### src/hdl/jht_pkg.sv
`timescale 1ns / 1ps
// ----------------------------------------------------------------------------
// jht_pkg
// Shared types and constants for the joint homing trajectory unit.
// ----------------------------------------------------------------------------
package jht_pkg;
	localparam int MAX_JOINTS = 32;
	localparam int JW = (MAX_JOINTS > 1) ? $clog2(MAX_JOINTS) : 1;
	localparam int AJ_W = 6;
	localparam logic [16:0] ONE_Q16 = 17'h10000;

	localparam logic [2:0] KIND_LOAD = 3'd0;
	localparam logic [2:0] KIND_CAPTURE = 3'd1;
	localparam logic [2:0] KIND_START = 3'd2;
	localparam logic [2:0] KIND_TICK = 3'd3;
	localparam logic [2:0] KIND_CMD = 3'd4;

	localparam logic [1:0] MODE_STAY = 2'd0;
	localparam logic [1:0] MODE_ZERO = 2'd1;
	localparam logic [1:0] MODE_DAMP = 2'd2;
	localparam logic [1:0] MODE_OFF = 2'd3;

	localparam logic [1:0] REG_ACTIVE = 2'd0;
	localparam logic [1:0] REG_RAMP = 2'd1;
	localparam logic [1:0] REG_MOVE = 2'd2;

	typedef struct packed {
		logic [2:0] kind;
		logic [4:0] joint;
		logic signed [31:0] position;
		logic [31:0] stiffness;
		logic [31:0] damping;
		logic [15:0] tick_us;
		logic signed [7:0] key;
	} in_item_t;

	typedef struct packed {
		logic [4:0] out_joint;
		logic signed [31:0] target_position;
		logic [31:0] target_stiffness;
		logic [31:0] target_damping;
		logic last;
		logic [1:0] next_mode;
	} out_item_t;
endpackage

### src/hdl/jht_regs.sv
`timescale 1ns / 1ps
// ----------------------------------------------------------------------------
// jht_regs
// APB register file: active_joints, ramp_time_us, move_time_us.
// ----------------------------------------------------------------------------
module jht_regs import jht_pkg::*; (
	input  logic        clk,
	input  logic        arst_n,
	input  logic        psel,
	input  logic        penable,
	input  logic        pwrite,
	input  logic [3:0]  paddr,
	input  logic [31:0] pwdata,
	output logic [31:0] prdata,
	output logic        pready,
	output logic [AJ_W-1:0] active_joints_q,
	output logic [31:0] ramp_time_q,
	output logic [31:0] move_time_q
);
	logic wr;
	logic [1:0] idx;
	assign pready = 1'b1;
	assign wr = psel && penable && pwrite;
	assign idx = paddr[3:2];

	always_ff @(posedge clk or negedge arst_n) begin
		if (!arst_n) begin
			active_joints_q <= AJ_W'(32);
			ramp_time_q <= 32'd1000000;
			move_time_q <= 32'd5000000;
		end else if (wr) begin
			unique case (idx)
				REG_ACTIVE: active_joints_q <= pwdata[AJ_W-1:0];
				REG_RAMP: ramp_time_q <= pwdata;
				REG_MOVE: move_time_q <= pwdata;
				default: ;
			endcase
		end
	end

	always_comb begin
		unique case (idx)
			REG_ACTIVE: prdata = 32'(active_joints_q);
			REG_RAMP: prdata = ramp_time_q;
			REG_MOVE: prdata = move_time_q;
			default: prdata = '0;
		endcase
	end
endmodule

### config.mk
export PLATFORM = sky130hd
export DESIGN_NAME = jht_regs
export DESIGN_NICKNAME = d
export VERILOG_FILES = /design/src/hdl/jht_pkg.sv /design/src/hdl/jht_regs.sv
export SDC_FILE = /design/constraint.sdc
export NUM_CORES = 1
export LEC_CHECK = 0
export BUFFER_PORTS_ARGS = -buffer_cell sky130_fd_sc_hd__buf_2
export CAP_MARGIN = 20
export CORE_MARGIN = 1.5
export CORE_UTILIZATION = 46
export CTS_CLUSTER_DIAMETER = 200
export DETAILED_ROUTE_END_ITERATION = 12
export HOLD_SLACK_MARGIN = 0.1
export PLACE_DENSITY = 0.89
export SLEW_MARGIN = 20
export SYNTH_ARGS = -nofsm -noshare
export SYNTH_HDL_FRONTEND = slang
export SYNTH_SLANG_ARGS = --single-unit
### constraint.sdc
create_clock -name clk -period 1.58 [get_ports clk]
set_clock_uncertainty 0.05 [all_clocks]
set_input_delay 0.237 -clock clk [delete_from_list [all_inputs] [get_ports clk]]
set_output_delay 0.237 -clock clk [all_outputs]
set_load 0.01 [all_outputs]
==> results.yml <==
synth:
  synth.area.top_cells: "dfrtp_1, mux2_2, dfstp_2"
  synth.largest_area_cell: "dfrtp_1"
  yosysUniqueCellTypes: 21
  synth_cells: 208
  synth-seq-area-share_pct: 57.3
  synth-seq-cells: 70
  synth_warnings: 0
  synth_nets: 249
  syn_area_per_cell_um2: 14.9
  synth_top_area_share_pct: 43.7
  netlist_area_mm2: 0.00309
setup_path:
  cp_num_buf_inv: 3
  critPathArrivalTime_ps: 1220
  cp_top_family: "buffers and inverters"
  slowest_stage: "a22o_1"
  max_stage_delay_ps: 250
  cp-end-kind: "output pin"
  start_kind: "primary input"
  required_ps: 1290
  path_cells: "clkbuf_4 -> and2b_1 -> buf_4 -> a22o_1 -> buf_2"
  path_class: "in2out"
  path_max_fanout: 15
outcome:
  status: "finished, violations left"
  failed_checks: "DRC"
cells_and_area:
  final_common_cell: "buf_2"
  drive_above_1_share_pct: 66.7
  nets: 423
  stdcell_area_mm2: 0.00443
  final_cell_mix: "buf_2, mux2_2, dfrtp_1, dlygate4sd3_1, a22o_1"
  diodes: 0
  fin_util_pct: 69.0
  synthToLayoutAreaGrowth_pct: 43.2
timing:
  layout_min_cycle_time_ps: 1510
  hold_violations: 0
  setup_viol: 0
  fin_crit_sh_pct: 95.5
  max_freq_ghz: 0.663
  drv_slew: 0
  rsz0062_at_grt: "true"
  hold_ws_ps: 118
  fin_ws_ps: 71.8
  tns_ps: 0
pwr:
  power_density_mw_per_mm2: 1350
  p_leak_uw: 0.00226
  vdd_drop_max_v: 0.000692
clock_tree:
  cts_tree: "yes"
  cts_buffer_depth: 2
  root_buffer: "clkbuf_8"
  insertion_delay_ps: 320
  htreeDepth: 3
  cts.clk_slew.worst_paths_ps: 70
  cts_sinks: 70
  numCtsBuffers: 9
run:
  cap_violations: 0
floorplanning:
  die_area_mm2: 0.00723
  core_area_mm2: 0.00642
  start_util_pct: 48.2
  ios: 144
  die-width_um: 85
  die_y_um: 85
  rows: 29
placement:
  pre_cts_ws_ps: -6.42
  place_area_mm2: 0.00390
  io_buffers: 140
  hpwlAfterDp_um: 4710
  gp_congestion: 0.761
grt:
  first_global_vias: 2453
  antenna_found_initial: 0
  grt_max_degree: 71
  grt_util_all_layers_pct: 21.1
  grt_pass1_wl_um: 11900
  grt_overflow: 0
detailed_routing:
  ant_nets: 0
  drc_errors: 10
  wl_um: 7520
  drtPass1Iterations: 8
  vias: 2413
  via_per_inst: 5.20
  drtIter0Drc: 76
  wl_per_cell_um: 16.2
worst_hold_path:
  hp-class: "in2reg"
## where the power goes
part / leakage, uW / internal, uW / switching [uW]
registers: 0.000830 / 2280 / 315
logic: 0.00130 / 885 / 752
clock network: 0.000129 / 1110 / 640
## layout make-up
type	count	area [um2]
clock inverters	2	60.1
clock buffers	14	193
well taps	77	96.3
multi-input cells	121	1210
flip-flops and latches	70	1770
repair buffers	180	1100
fillers	451	1990
## registers in the layout, summed over array words and instances (netlist names)
signal / cells
active_joints_q: 6
move_time_q: 32
ramp_time_q: 32
## repair_timing
item | in CTS | in global routing
hold buffers | 26 | 1
resized for setup | 0 | 2
buffers inserted | 0 | 1
endpoints found under the setup margin | 0 | 3
endpoints found under the hold margin | 101 | 1
## stage by stage
stage,instances,total power [uW]
floorplan,208,3430
global placement,420,4120
detailed placement,420,4200
CTS,462,6000
global route,464,6290
finish,464,5980
## metal layers
layer | up-vias | GRT usage [%] | part of all wire, %
met1 | 1203 | 24.5 | 40
met3 | 10 | 5.16 | 5.4
met4 | 0 | 7.90 | 1.2
met5 | - | 0 | 0
li1 | 1112 | - | -
met2 | 88 | 37.8 | 53
## worst register-to-register path, delay by kind of cell, from the launching register on
kind     cells  cell delay [ps]
mux          1              140
flops        1              540
buf+inv      1              110
## cell usage after synthesis
| library cell | n |
|---|---|
| a22o_1 | 26 |
| and2b_1 | 1 |
| buf_2 | 5 |
| buf_4 | 1 |
| buf_6 | 4 |
| buf_8 | 1 |
| clkbuf_1 | 5 |
| clkbuf_2 | 1 |
| conb_1 | 1 |
| dfrtp_1 | 54 |
| dfstp_2 | 16 |
| mux2_2 | 64 |
| mux2_4 | 6 |
| mux2i_1 | 6 |
| nand2_1 | 6 |
| nand3_2 | 1 |
| nor2b_1 | 1 |
| nor3_1 | 1 |
| nor3b_2 | 1 |
| o21ai_0 | 6 |
| or3b_1 | 1 |
## logic make-up (layout without fill, tap and decap cells)
kind of cell | Yosys count | after routing | synth area share (%)
compound gates | 32 | 32 | 8.33
buf+inv | 17 | 196 | 3.76
flops | 70 | 70 | 57.3
mux | 76 | 76 | 28.2
other cells | 1 | 1 | 0.121
simple gates | 12 | 12 | 2.35
## path summary, 6_finish.rpt
path / from / end / slack, ps / depth (start not counted)
worst max-delay path: paddr[3] / prdata[11] / 70 / 5
worst min-delay path: pwdata[1] / ramp_time_q[1]$_DFFE_PN0P_ / 120 / 2
worst max register to register: active_joints_q[5]$_DFFE_PN1P_ / active_joints_q[5]$_DFFE_PN1P_ / 700 / 2
min in group asynchronous: arst_n / move_time_q[3]$_DFFE_PN0P_ / 390 / 3
worst min register to register: active_joints_q[0]$_DFFE_PN0P_ / active_joints_q[0]$_DFFE_PN0P_ / 480 / 1
max in group asynchronous: arst_n / move_time_q[22]$_DFFE_PN1P_ / 720 / 3
Power figures use the tool's default switching activity.
